==> config.mk <==
export PLATFORM = sky130hd
export DESIGN_NAME = json_string_unescaper
export DESIGN_NICKNAME = d
export VERILOG_FILES = /design/src/rtl/jsu_pkg.sv /design/src/rtl/jsu_front.sv /design/src/rtl/jsu_fifo.sv /design/src/rtl/jsu_back.sv /design/src/rtl/json_string_unescaper.sv
export SDC_FILE = /design/constraint.sdc
export NUM_CORES = 1
export LEC_CHECK = 0
export BUFFER_PORTS_ARGS = -buffer_cell sky130_fd_sc_hd__clkbuf_2
export CORE_UTILIZATION = 53
export CTS_CLUSTER_SIZE = 24
export DETAILED_ROUTE_END_ITERATION = 16
export PLACE_DENSITY = 0.69
export SLEW_MARGIN = 20
export SYNTH_ARGS = -nofsm -noshare
export SYNTH_HDL_FRONTEND = slang
export SYNTH_SLANG_ARGS = --single-unit
==> constraint.sdc <==
create_clock -name i_clk -period 5.5 [get_ports i_clk]
set_input_delay 0 -clock i_clk [delete_from_list [all_inputs] [get_ports i_clk]]
set_output_delay 0 -clock i_clk [all_outputs]
set_load 0.03 [all_outputs]
==> src/rtl/jsu_pkg.sv <==
package jsu_pkg;

    localparam int unsigned QDEPTH_DEF = 4;

    // Bytes seen after a backslash
    localparam logic [7:0] CH_BSLASH = 8'h5C;
    localparam logic [7:0] CH_QUOTE  = 8'h22;
    localparam logic [7:0] CH_LC_B   = 8'h62;
    localparam logic [7:0] CH_LC_F   = 8'h66;
    localparam logic [7:0] CH_LC_N   = 8'h6E;
    localparam logic [7:0] CH_LC_R   = 8'h72;
    localparam logic [7:0] CH_LC_T   = 8'h74;
    localparam logic [7:0] CH_LC_U   = 8'h75;

    // Control characters they stand for
    localparam logic [7:0] CH_BS  = 8'h08;
    localparam logic [7:0] CH_FF  = 8'h0C;
    localparam logic [7:0] CH_LF  = 8'h0A;
    localparam logic [7:0] CH_CR  = 8'h0D;
    localparam logic [7:0] CH_TAB = 8'h09;

    typedef enum logic [2:0] {
        MODE_TEXT = 3'd0,
        MODE_ESC  = 3'd1,
        MODE_HEX0 = 3'd2,
        MODE_HEX1 = 3'd3,
        MODE_HEX2 = 3'd4,
        MODE_HEX3 = 3'd5
    } t_mode;

    // One queued command: a single result, or a backslash followed by data
    typedef struct packed {
        logic       pair;
        logic [7:0] data;
        logic       last;
        logic       error;
    } t_cmd;

    // {bad, digit}: bad set when the byte is not 0-9, a-f or A-F
    function automatic logic [4:0] hex_value(input logic [7:0] c);
        logic [7:0] t;
        begin
            t = 8'h00;
            if (c >= 8'h30 && c <= 8'h39) begin
                t = c - 8'h30;
                hex_value = {1'b0, t[3:0]};
            end else if (c >= 8'h61 && c <= 8'h66) begin
                t = c - 8'h57;
                hex_value = {1'b0, t[3:0]};
            end else if (c >= 8'h41 && c <= 8'h46) begin
                t = c - 8'h37;
                hex_value = {1'b0, t[3:0]};
            end else begin
                hex_value = 5'b1_0000;
            end
        end
    endfunction

endpackage

==> src/rtl/jsu_front.sv <==
module jsu_front (
    input  logic          i_clk,
    input  logic          i_rst_n,
    input  logic          i_valid,
    input  logic [7:0]    i_byte,
    input  logic          i_last,
    input  logic          i_q_ready,
    output logic          o_ready,
    output logic          o_push,
    output jsu_pkg::t_cmd o_cmd
);
    import jsu_pkg::*;

    t_mode      r_mode, n_mode;
    logic [7:0] r_code, n_code;
    logic       r_bad, n_bad;
    logic       accept;
    logic [4:0] hv;
    logic       hv_bad;
    logic [7:0] code_upd;

    assign accept   = i_valid && i_q_ready;
    assign o_ready  = i_q_ready;
    assign hv       = hex_value(i_byte);
    assign hv_bad   = hv[4];
    assign code_upd = {r_code[3:0], hv[3:0]};

    always_ff @(posedge i_clk) begin
        if (!i_rst_n) begin
            r_mode <= MODE_TEXT;
            r_code <= 8'h00;
            r_bad  <= 1'b0;
        end else begin
            r_mode <= n_mode;
            r_code <= n_code;
            r_bad  <= n_bad;
        end
    end

    always_comb begin
        n_mode = r_mode;
        n_code = r_code;
        n_bad  = r_bad;
        if (accept) begin
            case (r_mode)
                MODE_ESC: begin
                    n_mode = MODE_TEXT;
                    if (i_byte == CH_LC_U) begin
                        n_code = 8'h00;
                        n_bad  = 1'b0;
                        if (!i_last) begin
                            n_mode = MODE_HEX0;
                        end
                    end
                end
                MODE_HEX0, MODE_HEX1, MODE_HEX2, MODE_HEX3: begin
                    if (hv_bad) begin
                        n_bad = 1'b1;
                    end else begin
                        n_code = code_upd;
                    end
                    if (r_mode == MODE_HEX3 || i_last) begin
                        n_mode = MODE_TEXT;
                    end else begin
                        n_mode = t_mode'(r_mode + 3'd1);
                    end
                end
                default: begin
                    if (i_byte == CH_BSLASH && !i_last) begin
                        n_mode = MODE_ESC;
                    end else begin
                        n_mode = MODE_TEXT;
                    end
                end
            endcase
        end
    end

    always_comb begin
        o_push      = 1'b0;
        o_cmd       = '0;
        o_cmd.last  = i_last;
        o_cmd.data  = i_byte;
        case (r_mode)
            MODE_ESC: begin
                o_push = accept;
                case (i_byte)
                    CH_BSLASH, CH_QUOTE: o_cmd.data = i_byte;
                    CH_LC_B:             o_cmd.data = CH_BS;
                    CH_LC_F:             o_cmd.data = CH_FF;
                    CH_LC_N:             o_cmd.data = CH_LF;
                    CH_LC_R:             o_cmd.data = CH_CR;
                    CH_LC_T:             o_cmd.data = CH_TAB;
                    CH_LC_U: begin
                        // truncated \u: error result only when the string ends here
                        o_push      = accept && i_last;
                        o_cmd.data  = 8'h00;
                        o_cmd.error = 1'b1;
                    end
                    default:             o_cmd.pair = 1'b1;
                endcase
            end
            MODE_HEX0, MODE_HEX1, MODE_HEX2, MODE_HEX3: begin
                if (r_mode == MODE_HEX3) begin
                    o_push = accept;
                    if (r_bad || hv_bad) begin
                        o_cmd.data  = 8'h00;
                        o_cmd.error = 1'b1;
                    end else begin
                        o_cmd.data = code_upd;
                    end
                end else begin
                    o_push      = accept && i_last;
                    o_cmd.data  = 8'h00;
                    o_cmd.error = 1'b1;
                end
            end
            default: begin
                o_push = accept && !(i_byte == CH_BSLASH && !i_last);
            end
        endcase
    end

endmodule

==> src/rtl/jsu_fifo.sv <==
module jsu_fifo #(
    parameter int unsigned DEPTH = jsu_pkg::QDEPTH_DEF
) (
    input  logic          i_clk,
    input  logic          i_rst_n,
    input  logic          i_push,
    input  jsu_pkg::t_cmd i_cmd,
    input  logic          i_pop,
    output logic          o_not_full,
    output logic          o_not_empty,
    output jsu_pkg::t_cmd o_cmd
);
    import jsu_pkg::*;

    localparam int unsigned PTR_W = (DEPTH > 1) ? $clog2(DEPTH) : 1;
    localparam int unsigned CNT_W = $clog2(DEPTH + 1);
    localparam logic [PTR_W-1:0] PTR_LAST = PTR_W'(DEPTH - 1);
    localparam logic [CNT_W-1:0] CNT_FULL = CNT_W'(DEPTH);

    t_cmd             r_mem [DEPTH];
    logic [PTR_W-1:0] r_wr_ptr, r_rd_ptr;
    logic [CNT_W-1:0] r_count;
    logic             do_push, do_pop;

    assign o_not_full  = (r_count != CNT_FULL);
    assign o_not_empty = (r_count != '0);
    assign do_push     = i_push && o_not_full;
    assign do_pop      = i_pop && o_not_empty;
    assign o_cmd       = r_mem[r_rd_ptr];

    always_ff @(posedge i_clk) begin
        if (do_push) begin
            r_mem[r_wr_ptr] <= i_cmd;
        end
    end

    always_ff @(posedge i_clk) begin
        if (!i_rst_n) begin
            r_wr_ptr <= '0;
            r_rd_ptr <= '0;
            r_count  <= '0;
        end else begin
            if (do_push) begin
                r_wr_ptr <= (r_wr_ptr == PTR_LAST) ? '0 : r_wr_ptr + 1'b1;
            end
            if (do_pop) begin
                r_rd_ptr <= (r_rd_ptr == PTR_LAST) ? '0 : r_rd_ptr + 1'b1;
            end
            if (do_push && !do_pop) begin
                r_count <= r_count + 1'b1;
            end else if (do_pop && !do_push) begin
                r_count <= r_count - 1'b1;
            end
        end
    end

endmodule

==> src/rtl/jsu_back.sv <==
module jsu_back (
    input  logic          i_clk,
    input  logic          i_rst_n,
    input  logic          i_q_valid,
    input  jsu_pkg::t_cmd i_q_cmd,
    output logic          o_pop,
    output logic          o_valid,
    input  logic          i_ready,
    output logic [7:0]    o_byte,
    output logic          o_last,
    output logic          o_error
);
    import jsu_pkg::*;

    t_cmd r_cmd;
    logic r_valid;
    logic r_second;
    logic first_of_pair;
    logic load;

    assign first_of_pair = r_cmd.pair && !r_second;
    // take the next command once the current one has given all its results
    assign load  = !r_valid || (i_ready && !first_of_pair);
    assign o_pop = load && i_q_valid;

    always_ff @(posedge i_clk) begin
        if (!i_rst_n) begin
            r_valid  <= 1'b0;
            r_second <= 1'b0;
        end else if (r_valid && i_ready && first_of_pair) begin
            r_second <= 1'b1;
        end else if (load) begin
            r_valid  <= i_q_valid;
            r_second <= 1'b0;
        end
    end

    always_ff @(posedge i_clk) begin
        if (load) begin
            r_cmd <= i_q_cmd;
        end
    end

    assign o_valid = r_valid;
    assign o_byte  = first_of_pair ? CH_BSLASH : r_cmd.data;
    assign o_last  = first_of_pair ? 1'b0 : r_cmd.last;
    assign o_error = r_cmd.error;

endmodule

==> src/rtl/json_string_unescaper.sv <==
// JSON string unescaper: feed the escaped body of a JSON string one byte per
// item on s_axis (tlast on the final byte) and take the unescaped bytes on
// m_axis, tlast on the final result of the string. The input side takes one
// byte every cycle; each result goes through the command queue, then the
// output register. An unknown escape gives two results (the backslash, then
// the byte), which occupy the output in turn; the command queue of QDEPTH
// entries between the parser and the output stage absorbs that, and the input
// stalls only when the queue is full. A \u escape gives the low byte of its
// four hex digits; a bad digit or a string that ends inside the escape gives
// a result with tuser set and tdata zero; the whole string should be dropped.
module json_string_unescaper #(
    parameter int unsigned QDEPTH = jsu_pkg::QDEPTH_DEF
) (
    input  logic       i_clk,
    input  logic       i_rst_n,
    input  logic       s_axis_tvalid,
    output logic       s_axis_tready,
    input  logic [7:0] s_axis_tdata,   // [7:0] in_byte
    input  logic       s_axis_tlast,   // in_last
    output logic       m_axis_tvalid,
    input  logic       m_axis_tready,
    output logic [7:0] m_axis_tdata,   // [7:0] out_byte
    output logic       m_axis_tlast,   // out_last
    output logic       m_axis_tuser    // [0] out_error
);
    import jsu_pkg::*;

    logic q_not_full, q_not_empty, push, pop;
    t_cmd push_cmd, head_cmd;

    jsu_front u_front (
        .i_clk    (i_clk),
        .i_rst_n  (i_rst_n),
        .i_valid  (s_axis_tvalid),
        .i_byte   (s_axis_tdata),
        .i_last   (s_axis_tlast),
        .i_q_ready(q_not_full),
        .o_ready  (s_axis_tready),
        .o_push   (push),
        .o_cmd    (push_cmd)
    );

    jsu_fifo #(
        .DEPTH(QDEPTH)
    ) u_fifo (
        .i_clk      (i_clk),
        .i_rst_n    (i_rst_n),
        .i_push     (push),
        .i_cmd      (push_cmd),
        .i_pop      (pop),
        .o_not_full (q_not_full),
        .o_not_empty(q_not_empty),
        .o_cmd      (head_cmd)
    );

    jsu_back u_back (
        .i_clk    (i_clk),
        .i_rst_n  (i_rst_n),
        .i_q_valid(q_not_empty),
        .i_q_cmd  (head_cmd),
        .o_pop    (pop),
        .o_valid  (m_axis_tvalid),
        .i_ready  (m_axis_tready),
        .o_byte   (m_axis_tdata),
        .o_last   (m_axis_tlast),
        .o_error  (m_axis_tuser)
    );

endmodule

# After elaboration in Yosys (flattened, before gate mapping)
# Memory sizes are Yosys's and may differ from the RTL's. A register that Yosys moved wholly into a read port is not among the register bits.
# Cells that the tools add are included.
[word_totals] ramBits=44 input_bits=13 word_cells=115 mem_count=1 output_inout_bits=12 register_bits=17
[mem_list] memory="u_fifo.r_mem" words=4 width=11 rd=1 rd_ports_with_merged_regs=1 write_ports=1 line="jsu_fifo.sv:20" text="t_cmd r_mem [DEPTH];"
[op_classes] bitwise=1 n_reduce_logical=35 eq_ne=19 mux=37 order_cmp=6 n_addsub=8
[op_table] cell="$eq A8 B7 Y1 const B" n=7
[op_table] cell="$pmux W8 S6" n=1
[op_table] cell="$mux W8" n=3
[op_table] cell="$ge A8 B7 Y1 const B" n=2
[op_table] cell="$le A8 B7 Y1 const B" n=2
[op_table] cell="$logic_and A1 B1 Y1" n=16
[op_table] cell="$pmux W8 S2" n=1
[op_table] cell="$mux W1" n=15
[op_table] cell="$mux W5" n=3
[op_table] cell="$mux W3" n=4
[op_table] cell="$eq A8 B6 Y1 const B" n=1
[op_table] cell="$ge A8 B6 Y1 const B" n=1
[op_table] cell="$le A8 B6 Y1 const B" n=1
[op_table] cell="$mux W4" n=2
[op_table] cell="$pmux W4 S2" n=1
[op_table] cell="$reduce_and A4 Y1" n=2
[op_table] cell="$reduce_or A8 Y1" n=1
[op_table] cell="$sub A4 B3 Y4 const B" n=2
[op_table] cell="$logic_not A1 Y1" n=7
[op_table] cell="$add A3 B1 Y3 const B" n=2
[op_table] cell="$eq A3 B2 Y1 const B" n=2
[op_table] cell="$eq A3 B3 Y1 const B" n=2
[op_table] cell="$mux W2" n=3
[op_table] cell="$pmux W1 S2" n=3
[op_table] cell="15 further kinds" n=22

# Longest topological paths before layout
# Gate-level depths: netlist of run 1.
[logic_depth] word_depth=10 mapped_depth=12 ltp_nobuf=12

# By module
# A second synthesis of run 1 with hierarchy kept.
[hier_totals] cells_unflattened=281 hier_area_um2=3684.8
[modules_own_cells] mod="jsu_fifo" seq_area_each_um2=1501.4 cells_per_inst=108 area_each_um2=2063.2 instances=1
[modules_own_cells] mod="jsu_front" seq_area_each_um2=160.2 cells_per_inst=140 area_each_um2=1109.8 instances=1
[modules_own_cells] mod="jsu_back" seq_area_each_um2=370.4 cells_per_inst=33 area_each_um2=511.7 instances=1

# Worst setup path before layout of run 1
# Ideal clock, no wire load.
[synth_path] path_type="reg2reg" startpoint="reg u_fifo.r_count[0]" endpoint="reg u_fifo.r_count[2]" required_time_ps=5427 synth_period_minus_slack_ps=2896 arrival_ps=2824 stages_incl_launch_ff=12 path_slack_ps=2604 n_path_buf=1 setup_time_ps=73 cell_sequence="dfxtp_1 -> or3b_1 -> and2_1 -> clkbuf_1 -> o41ai_2 -> a211oi_2 -> ha_1 -> inv_1 -> fa_1 -> xor2_1 -> or3_1 -> a21oi_1"
[synth_between] elab_chain_len=9 word_cells_on_any_way=20 cone_classes="2 x add/sub; 1 x eq/ne; 5 x mux; 12 x reduce/logical"
[synth_lines] element="start, declared" line="jsu_fifo.sv:22" text="logic [CNT_W-1:0] r_count;"
[synth_lines] element="start signal, assigned" line="jsu_fifo.sv:50" text="r_count <= r_count + 1'b1;"
[synth_lines] element="start signal, assigned" line="jsu_fifo.sv:52" text="r_count <= r_count - 1'b1;"
[synth_lines] element="$ne A3 B3 Y1 (*)" line="jsu_fifo.sv:25" text="assign o_not_full = (r_count != CNT_FULL);"
[synth_lines] element="named net s_axis_tready" line="json_string_unescaper.sv:17" text="output logic s_axis_tready,"
[synth_lines] element="$logic_and A1 B1 Y1" line="jsu_front.sv:22" text="assign accept = i_valid && i_q_ready;"
[synth_lines] element="$logic_and A1 B1 Y1" line="jsu_front.sv:96, jsu_front.sv:113"
[synth_lines] element="$mux W1 (on tied branches)" line="jsu_front.sv:104, jsu_front.sv:87"
[synth_lines] element="$pmux W1 S2" line="jsu_front.sv:84" text="case (r_mode)"
[synth_lines] element="$logic_and A1 B1 Y1 (*)" line="jsu_fifo.sv:27" text="assign do_push = i_push && o_not_full;"
[synth_lines] element="named net u_fifo.do_push" line="jsu_fifo.sv:23" text="logic do_push, do_pop;"
[synth_lines] element="$logic_not A1 Y1" line="jsu_fifo.sv:51" text="end else if (do_pop && !do_push) begin"
[synth_lines] element="$logic_and A1 B1 Y1" line="jsu_fifo.sv:51"
[synth_lines] element="$reduce_bool A2 Y1 (no source line)"
# Mark *: on every way through the listed nets, which the timed path passes. The rest lies on a longest branch. The select of a mux whose other input is x is not followed.
# A chain may end at the register's enable or synchronous reset.

# Final worst setup path of run 1
[layout_path] startpoint="reg u_front.r_mode[0]" endpoint="reg u_fifo.r_count[2]"
[layout_between] elab_chain_len=7 word_cells_on_any_way=14 cone_classes="5 x eq/ne; 3 x mux; 6 x reduce/logical"
[layout_lines] element="start, declared" line="jsu_front.sv:14" text="t_mode r_mode, n_mode;"
[layout_lines] element="start signal, assigned" line="jsu_front.sv:34" text="r_mode <= n_mode;"
[layout_lines] element="$eq A3 B2 Y1, or another cell as far along" line="jsu_front.sv:84"
[layout_lines] element="$reduce_or A4 Y1 / $mux W1 (equally long branches)" line="jsu_front.sv:84, jsu_front.sv:104"
[layout_lines] element="$pmux W1 S2 (*)" line="jsu_front.sv:84"
[layout_lines] element="$logic_and A1 B1 Y1 (*)" line="jsu_fifo.sv:27"
[layout_lines] element="named net u_fifo.do_push" line="jsu_fifo.sv:23"
[layout_lines] element="$logic_not A1 Y1" line="jsu_fifo.sv:51"
[layout_lines] element="$logic_and A1 B1 Y1" line="jsu_fifo.sv:51"
[layout_lines] element="$reduce_bool A2 Y1 (no source line)"
# Mark *: on every way through the listed nets, which the timed path passes. The rest lies on a longest branch.

==> results of run 1 <==
power groups by stage:
| stage | sequential [W] | combinational (W) | clock (W) |
|---|---|---|---|
| global placement | 0.000807 | 0.000506 | 0 |
| detailed placement | 0.000812 | 0.000512 | 0 |
| global route | 0.000813 | 0.000557 | 0.000480 |
| finish | 0.000796 | 0.000512 | 0.000447 |
| CTS | 0.000800 | 0.000517 | 0.000461 |
| floorplan | 0.000781 | 0.000411 | 0 |
worst reg2reg max path, stage by stage (launching register included):
cell and delay [ns]:
sky130_fd_sc_hd__dfxtp_1 0.38, sky130_fd_sc_hd__ha_1 0.17, sky130_fd_sc_hd__ha_1 0.21, sky130_fd_sc_hd__nor2_1 0.05, sky130_fd_sc_hd__nand2_1 0.16, sky130_fd_sc_hd__o41ai_2 0.13, sky130_fd_sc_hd__a211oi_2 0.40, sky130_fd_sc_hd__ha_1 0.27
sky130_fd_sc_hd__inv_1 0.07, sky130_fd_sc_hd__fa_1 0.43, sky130_fd_sc_hd__xor2_1 0.15, sky130_fd_sc_hd__or3_1 0.30, sky130_fd_sc_hd__a21oi_1 0.13
flip-flops by register name, summed over array words and instances (netlist names):
name	count
u_fifo.r_wr_ptr	2
u_fifo.r_count	3
u_fifo.r_mem	44
u_fifo.r_rd_ptr	2
u_front.r_mode	3
u_back.r_second	1
u_back.o_error	1
u_front.r_code	4
u_front.r_bad	1
u_back.r_cmd	10
u_back.o_valid	1
cell usage after synthesis, types with 2 or more instances:
master and n:
sky130_fd_sc_hd__or4b_1 2, sky130_fd_sc_hd__a21oi_1 9, sky130_fd_sc_hd__mux4_2 11, sky130_fd_sc_hd__o41ai_2 2, sky130_fd_sc_hd__o21ai_0 9, sky130_fd_sc_hd__nand3_1 4
sky130_fd_sc_hd__nor3_1 4, sky130_fd_sc_hd__o2bb2ai_1 2, sky130_fd_sc_hd__edfxtp_1 55, sky130_fd_sc_hd__a22o_1 5, sky130_fd_sc_hd__nand4b_1 3, sky130_fd_sc_hd__ha_1 15
sky130_fd_sc_hd__nor4_1 2, sky130_fd_sc_hd__dfxtp_1 17, sky130_fd_sc_hd__nand2_1 16, sky130_fd_sc_hd__nor2b_1 6, sky130_fd_sc_hd__a311o_1 2, sky130_fd_sc_hd__buf_1 2
sky130_fd_sc_hd__or3_1 3, sky130_fd_sc_hd__or3b_1 3, sky130_fd_sc_hd__nand2b_1 7, sky130_fd_sc_hd__inv_1 13, sky130_fd_sc_hd__o311ai_0 2, sky130_fd_sc_hd__mux2i_1 8
sky130_fd_sc_hd__buf_2 3, sky130_fd_sc_hd__a31oi_1 2, sky130_fd_sc_hd__o21bai_1 2, sky130_fd_sc_hd__xor2_1 2, sky130_fd_sc_hd__nor2_1 20, sky130_fd_sc_hd__and2_1 11
sky130_fd_sc_hd__and3_1 2, sky130_fd_sc_hd__clkbuf_1 6
final timing paths:
| kind | to | slack [ns] | cells after the start |
|---|---|---|---|
| hold reg to reg | u_fifo.r_count[2]$_SDFFE_PN0P_ | 0.51 | 2 |
| hold / removal | u_fifo.r_mem[3][10]$_DFFE_PP_ | 0.13 | 3 |
| setup / recovery | u_fifo.r_count[2]$_SDFFE_PN0P_ | 2.58 | 12 |
| setup reg to reg | u_fifo.r_count[2]$_SDFFE_PN0P_ | 2.58 | 12 |
through the flow:
step	hold WS [ns]	power (W)	area (sq um)	setup WS [ns]	instances
detailed placement	0.2867	0.001324	3759	2.562	370
global route	0.1276	0.001850	3998	2.350	388
floorplan	0.09887	0.001192	3587	2.604	280
finish	0.1259	0.001754	3998	2.576	388
CTS	0.1096	0.001778	3998	2.544	388
global placement	0.2591	0.001313	3759	2.649	370
routing by layer:
layer | wire [um] | track usage (%)
met2 | 3301 | 33.46
met4 | 121 | 8.777
met5 | 0 | 0
met1 | 2921 | 25.48
met3 | 241 | 4.523
cell type report:
class	count	area, sq um
inverters	15	56.30
repair buffers	26	140.1
multi-input cells	182	1494
clock inverters	7	95.09
well taps	77	96.34
fillers	532	2461
clock buffers	9	123.9
flip-flops and latches	72	1992
logic make-up (layout without fill, tap and decap cells):
| kind of cell | after synthesis | in the layout | synth area share [%] |
|---|---|---|---|
| AO/OA/AOI/OAI | 50 | 50 | 10.99 |
| XOR/XNOR | 3 | 3 | 0.7326 |
| adder cells (fa/ha/maj) | 16 | 16 | 5.790 |
| buffers and inverters | 26 | 57 | 2.825 |
| flip-flops | 72 | 72 | 55.53 |
| multiplexers | 19 | 19 | 9.139 |
| AND/OR/NAND/NOR | 94 | 94 | 15.00 |
timing repair:
| item | in CTS | in global routing |
|---|---|---|
| hold buffers | 2 | 0 |
| hold endpoints to repair | 5 | 0 |
| buffers inserted | 0 | 0 |
cells in the final DEF (no fill, tap or decap), drive strengths merged, types with 7 or more instances in the layout:
cell type	n
nand2	17
ha	15
edfxtp	55
mux4	11
mux2i	8
o21ai	10
and2	11
clkbuf	33
inv	15
nand2b	7
dfxtp	17
a21oi	9
nor2	21
==> load_flow_metrics.sql, run 1 <==
INSERT INTO impl_metrics (metric_group, metric, value, unit) VALUES
('pwr', 'power.ir.vdd_worst', '0.0001614', 'V'),
('routing', 'routed_wl', '6585', 'um'),
('critical_path', 'path_cells', 'ha_1 > ha_1 > nor2_1 > nand2_1 > o41ai_2 > a211oi_2 > ha_1 > inv_1 > fa_1 > xor2_1 > or3_1 > a21oi_1', ''),
('cells_and_area', 'post-route-util', '61.89', '%'),
('die', 'pin_count', '25', ''),
('place', 'port_buffers', '24', ''),
('critical_path', 'worstPathRequired', '5.76', 'ns'),
('logic_synthesis', 'post_synth_num_cell_types', '62', ''),
('timing', 'setup_repair_after_global_routing_missed_its_margin', 'false', ''),
('die', 'fp.dieArea', '0.007101', 'sq mm'),
('cells_and_area', 'antenna-diode-count', '0', ''),
('grt', 'first_global_vias', '2213', ''),
('place', 'hpwl', '4716', 'um'),
('critical_path', 'crit_path_max_fanout', '7', ''),
('grt', 'grt_start_max_net_pins', '17', ''),
('timing', 'fin_crit', '2.924', 'ns'),
('clocking', 'cts_max_path_buffers', '2', ''),
('cells_and_area', 'drive_above_1_share', '19.61', '%'),
('clocking', 'clock_transition_time_at_the_flip_flop_clock_pins_of_the_worst_setup_and_hold_paths', '0.08', 'ns'),
('timing', 'slew-limit-headroom', '44.15', '%'),
('pwr', 'comb_power_share', '29.2', '%'),
('timing', 'final-setup-viol-count', '0', ''),
('hold_path', 'tightest_hold_check_type', 'in -> reg', ''),
('run_status', 'status', 'finished with violations', ''),
('timing', 'timing_max_transition_violations_final', '0', ''),
('logic_synthesis', 'yosys_warnings', '0', ''),
('job', 'maxCapViolations', '0', ''),
('critical_path', 'worst_path_most_repeated_cell', 'sky130_fd_sc_hd__ha_1', ''),
('place', 'gp_congestion', '0.8978', ''),
('logic_synthesis', 'seq_area_frac_synth', '55.53', '%'),
('critical_path', 'worst_ep_arrival_time', '3.19', 'ns'),
('clocking', 'clock_tree.root_cell', 'sky130_fd_sc_hd__clkbuf_8', ''),
('critical_path', 'buffer_and_inverter_count_on_the_worst_path', '1', ''),
('routing', 'drc_errors', '9', ''),
('hold_path', 'min_from', 's_axis_tdata[7]', ''),
('clocking', 'post_cts.resized_instances', '0', ''),
('die', 'core.rowCount', '29', ''),
('run_status', 'violations', 'design-rule violations', ''),
('logic_synthesis', 'synth_top_area_cells', 'sky130_fd_sc_hd__edfxtp_1 46%, sky130_fd_sc_hd__dfxtp_1 9.5%, sky130_fd_sc_hd__mux4_2 6.9%', ''),
('routing', 'drt_pre_antenna_iters', '10', ''),
('pwr', 'cell_internal_pwr', '0.001194', 'W'),
('clocking', 'cts_htree_levels', '3', ''),
('die', 'initial_util', '55.54', '%'),
('critical_path', 'path_delay_family', 'adder cells', ''),
('die', 'die_width', '84.27', 'um'),
('critical_path', 'crit_start', 'u_front.r_mode[0]$_SDFFE_PN0N_', ''),
('clocking', 'cts.sink_count', '72', ''),
('timing', 'hold_viol', '0', ''),
('logic_synthesis', 'syn-cell-area', '0.003587', 'sq mm'),
('critical_path', 'endpoint_kind', 'flop', ''),
('clocking', 'clock_tree_from_tritoncts', 'done', ''),
('timing', 'layout_worst_path_cycle_share', '53.16', '%'),
('logic_synthesis', 'yosys.area.top_type_share', '46.04', '%'),
('grt', 'grt_remaining_overflow', '0', ''),
('clocking', 'cts_buffers', '9', ''),
('timing', 'final.setup.tns', '0', 'ns'),
('die', 'dieHeight', '84.27', 'um'),
('cells_and_area', 'area_growth_from_synthesis_to_final_layout', '11.44', '%'),
('critical_path', 'critPathLaunchType', 'flop', ''),
('logic_synthesis', 'asyncSetResetFlopFracSynth', '0', '%'),
('routing', 'antenna_left', '0', ''),
('logic_synthesis', 'synth_edf_count', '55', ''),
('logic_synthesis', 'synth_top_flop_cell', 'sky130_fd_sc_hd__edfxtp_1', ''),
('cells_and_area', 'fin_nets', '335', ''),
('timing', 'achievable-frequency', '0.3420', 'GHz'),
('timing', 'clk_skew', '0.007168', 'ns'),
('logic_synthesis', 'postSynthRegisterBits', '72', ''),
('die', 'coreArea', '0.006459', 'sq mm'),
('critical_path', 'r2r_start', 'u_front.r_mode[0]$_SDFFE_PN0N_', ''),
('pwr', 'clock_power_share', '25.5', '%'),
('critical_path', 'timing.critical_path.slowest_stage_cell', 'sky130_fd_sc_hd__fa_1', '');
Power figures use the tool's default switching activity.
==> run 2, diff against run 1 <==
clock period = 2.9 ns   (was 5.5 ns; I/O delays follow)
==> load_flow_metrics.sql, run 2 (same netlist as run 1, synthesis figures left out) <==
INSERT INTO impl_metrics (metric_group, metric, value, unit) VALUES
('die', 'core.rowCount', '29', ''),
('cells_and_area', 'area_of_combinational_cells_with_multiple_inputs', '0.001499', 'sq mm'),
('place', 'port_buffers', '24', ''),
('clocking', 'cts.sink_count', '72', ''),
('critical_path', 'buffer_and_inverter_count_on_the_worst_path', '1', ''),
('routing', 'antenna_left', '0', ''),
('die', 'dieHeight', '84.27', 'um'),
('timing', 'timing_max_transition_violations_final', '0', ''),
('timing', 'final-setup-viol-count', '0', ''),
('critical_path', 'cp_slowest_stage_delay', '0.43', 'ns'),
('routing', 'drc_errors', '8', ''),
('clocking', 'cts_htree_levels', '3', ''),
('place', 'hpwl', '4935', 'um'),
('pwr', 'p_total', '0.003398', 'W'),
('critical_path', 'path_delay_family', 'adder cells', ''),
('cells_and_area', 'final_cell_mix', '55 x sky130_fd_sc_hd__edfxtp_1, 24 x sky130_fd_sc_hd__clkbuf_2, 20 x sky130_fd_sc_hd__nor2_1, 17 x sky130_fd_sc_hd__dfxtp_1, 16 x sky130_fd_sc_hd__nand2_1', ''),
('cells_and_area', 'antenna-diode-count', '0', ''),
('routing', 'routed_wl', '6915', 'um'),
('cells_and_area', 'instances_no_fill', '398', ''),
('pwr', 'power.density_cell_area', '832.7', 'mW/mm^2'),
('routing', 'vias', '2335', ''),
('run_status', 'violations', 'design-rule violations', ''),
('critical_path', 'timing.critical_path.slowest_stage_cell', 'sky130_fd_sc_hd__fa_1', ''),
('timing', 'slew-limit-headroom', '58.18', '%'),
('cells_and_area', 'layout_top_registers', 'u_fifo.r_mem (44), u_back.r_cmd (10), u_front.r_code (4)', ''),
('critical_path', 'timing.reg2reg.worst_path_depth', '12', ''),
('die', 'pin_count', '25', ''),
('critical_path', 'crit_cells', '12', ''),
('clocking', 'worst_skew_pair.late_latency', '0.33', 'ns'),
('grt', 'wire_length_of_the_first_global_routing_pass', '11500', 'um'),
('critical_path', 'critPathLaunchType', 'flop', ''),
('critical_path', 'worst_path_most_repeated_cell', 'sky130_fd_sc_hd__ha_2', ''),
('critical_path', 'crit_path_max_fanout', '5', ''),
('critical_path', 'path_cells', 'ha_1 > ha_2 > nor2_1 > nand2_1 > o41ai_2 > a211oi_2 > ha_2 > inv_1 > fa_1 > xor2_1 > or3_1 > a21oi_1', ''),
('routing', 'detailedRoute.firstIterationViolations', '144', ''),
('pwr', 'power.ir.vdd_worst', '0.0002544', 'V'),
('die', 'fp.dieArea', '0.007101', 'sq mm'),
('grt', 'first_global_vias', '2339', ''),
('clocking', 'clock_transition_time_at_the_flip_flop_clock_pins_of_the_worst_setup_and_hold_paths', '0.08', 'ns'),
('timing', 'achievable-frequency', '0.3707', 'GHz'),
('run_status', 'status', 'finished with violations', ''),
('grt', 'grt_start_max_net_pins', '17', ''),
('timing', 'fin_crit', '2.698', 'ns'),
('cells_and_area', 'drive_above_1_share', '22.74', '%'),
('die', 'coreArea', '0.006459', 'sq mm'),
('cells_and_area', 'register_area', '0.001992', 'sq mm'),
('job', 'maxCapViolations', '0', ''),
('routing', 'route.detailed.wl_per_inst', '17.37', 'um'),
('die', 'die_width', '84.27', 'um'),
('critical_path', 'worst_ep_arrival_time', '2.94', 'ns'),
('pwr', 'p_leak', '1.517', 'nW'),
('grt', 'grt_usage', '21.33', '%'),
('place', 'gp_congestion', '0.8930', ''),
('grt', 'grt_remaining_overflow', '0', ''),
('cells_and_area', 'post-route-util', '63.17', '%'),
('clocking', 'cts_buffers', '9', ''),
('cells_and_area', 'fillers', '540', ''),
('clocking', 'clock_tree.root_cell', 'sky130_fd_sc_hd__clkbuf_8', ''),
('critical_path', 'worstPathRequired', '3.14', 'ns'),
('critical_path', 'endpoint_kind', 'flop', ''),
('timing', 'postLayoutSetupSlackWorst', '0.2022', 'ns'),
('cells_and_area', 'area_growth_from_synthesis_to_final_layout', '13.74', '%'),
('hold_path', 'tightest_hold_check_type', 'in -> reg', ''),
('clocking', 'clock_tree_from_tritoncts', 'done', ''),
('cells_and_area', 'largest_register', 'u_fifo.r_mem', ''),
('grt', 'antenna_violations_before_repair', '0', ''),
('hold_path', 'worstHoldPathCells', '2', ''),
('place', 'dpl.cell_count', '379', ''),
('cells_and_area', 'fin_nets', '345', ''),
('cells_and_area', 'largest_register_ffs', '44', ''),
('cells_and_area', 'most_common_library_cell_in_the_layout_ignoring_fill_and_taps', 'sky130_fd_sc_hd__edfxtp_1', ''),
('place', 'pre_cts_ws', '-0.04466', 'ns'),
('die', 'initial_util', '55.54', '%'),
('routing', 'avgViaCountPerCell', '5.867', ''),
('routing', 'drt_pre_antenna_iters', '10', ''),
('timing', 'clk_skew', '0.01229', 'ns'),
('clocking', 'cts_max_path_buffers', '2', ''),
('timing', 'layout_worst_path_cycle_share', '93.03', '%'),
('timing', 'setup_repair_after_global_routing_missed_its_margin', 'false', ''),
('timing', 'actual_slew_at_the_worst_max_slew_pin', '0.6273', 'ns'),
('critical_path', 'type_of_the_worst_setup_path', 'reg -> reg', ''),
('timing', 'hold_viol', '0', '');
-- run 2: worst paths after layout --
check | startpoint | endpoint | slack, ns
worst max-delay path | u_front.r_mode[0]$_SDFFE_PN0N_ | u_fifo.r_count[2]$_SDFFE_PN0P_ | 0.20
worst min-delay path | s_axis_tdata[7] | u_fifo.r_mem[1][9]$_DFFE_PP_ | 0.15
worst max register to register | u_front.r_mode[0]$_SDFFE_PN0N_ | u_fifo.r_count[2]$_SDFFE_PN0P_ | 0.20
worst min register to register | u_fifo.r_wr_ptr[1]$_SDFFE_PN0P_ | u_fifo.r_wr_ptr[1]$_SDFFE_PN0P_ | 0.50
-- run 2: area by class of cell --
cell class | count | share of cell area (%)
clock buffer | 10 | 3.128
clock inverter | 6 | 2.300
inverter | 15 | 1.380
multi-input combinational | 182 | 36.74
sequential | 72 | 48.82
tap | 77 | 2.361
timing repair buffer | 36 | 5.274
-- run 2: what timing repair did --
| item | 4_1_cts | 5_1_grt |
|---|---|---|
| resized for setup | 0 | 2 |
| setup buffers | 1 | 0 |
| hold buffers | 2 | 0 |
| hold endpoints to repair | 5 | 0 |
| endpoints found under the setup margin | 1 | 1 |
| pin swaps | 1 | 1 |
-- run 2: routing by layer --
metal / up-vias / share of wire [%] / track usage [%]
li1: 1139 / - / -
met5: - / 0 / 0
met4: 0 / 0.88 / 7.680
met1: 1141 / 45 / 27.13
met3: 6 / 3.7 / 5.113
met2: 49 / 50 / 35.84
-- run 2: power breakdown --
| part | internal, W | switching, W |
|---|---|---|
| sequential | 0.00137 | 0.0000920 |
| combinational | 0.000438 | 0.000638 |
| clock | 0.000489 | 0.000369 |
-- run 2: through the flow --
step,instance area (sq um),hold slack (ns),TNS (ns)
floorplan,3587,0.09887,0
global placement,3826,0.2587,0
detailed placement,3826,0.2731,-0.04466
CTS,4075,0.1400,0
global route,4080,0.1615,0
finish,4080,0.1473,0
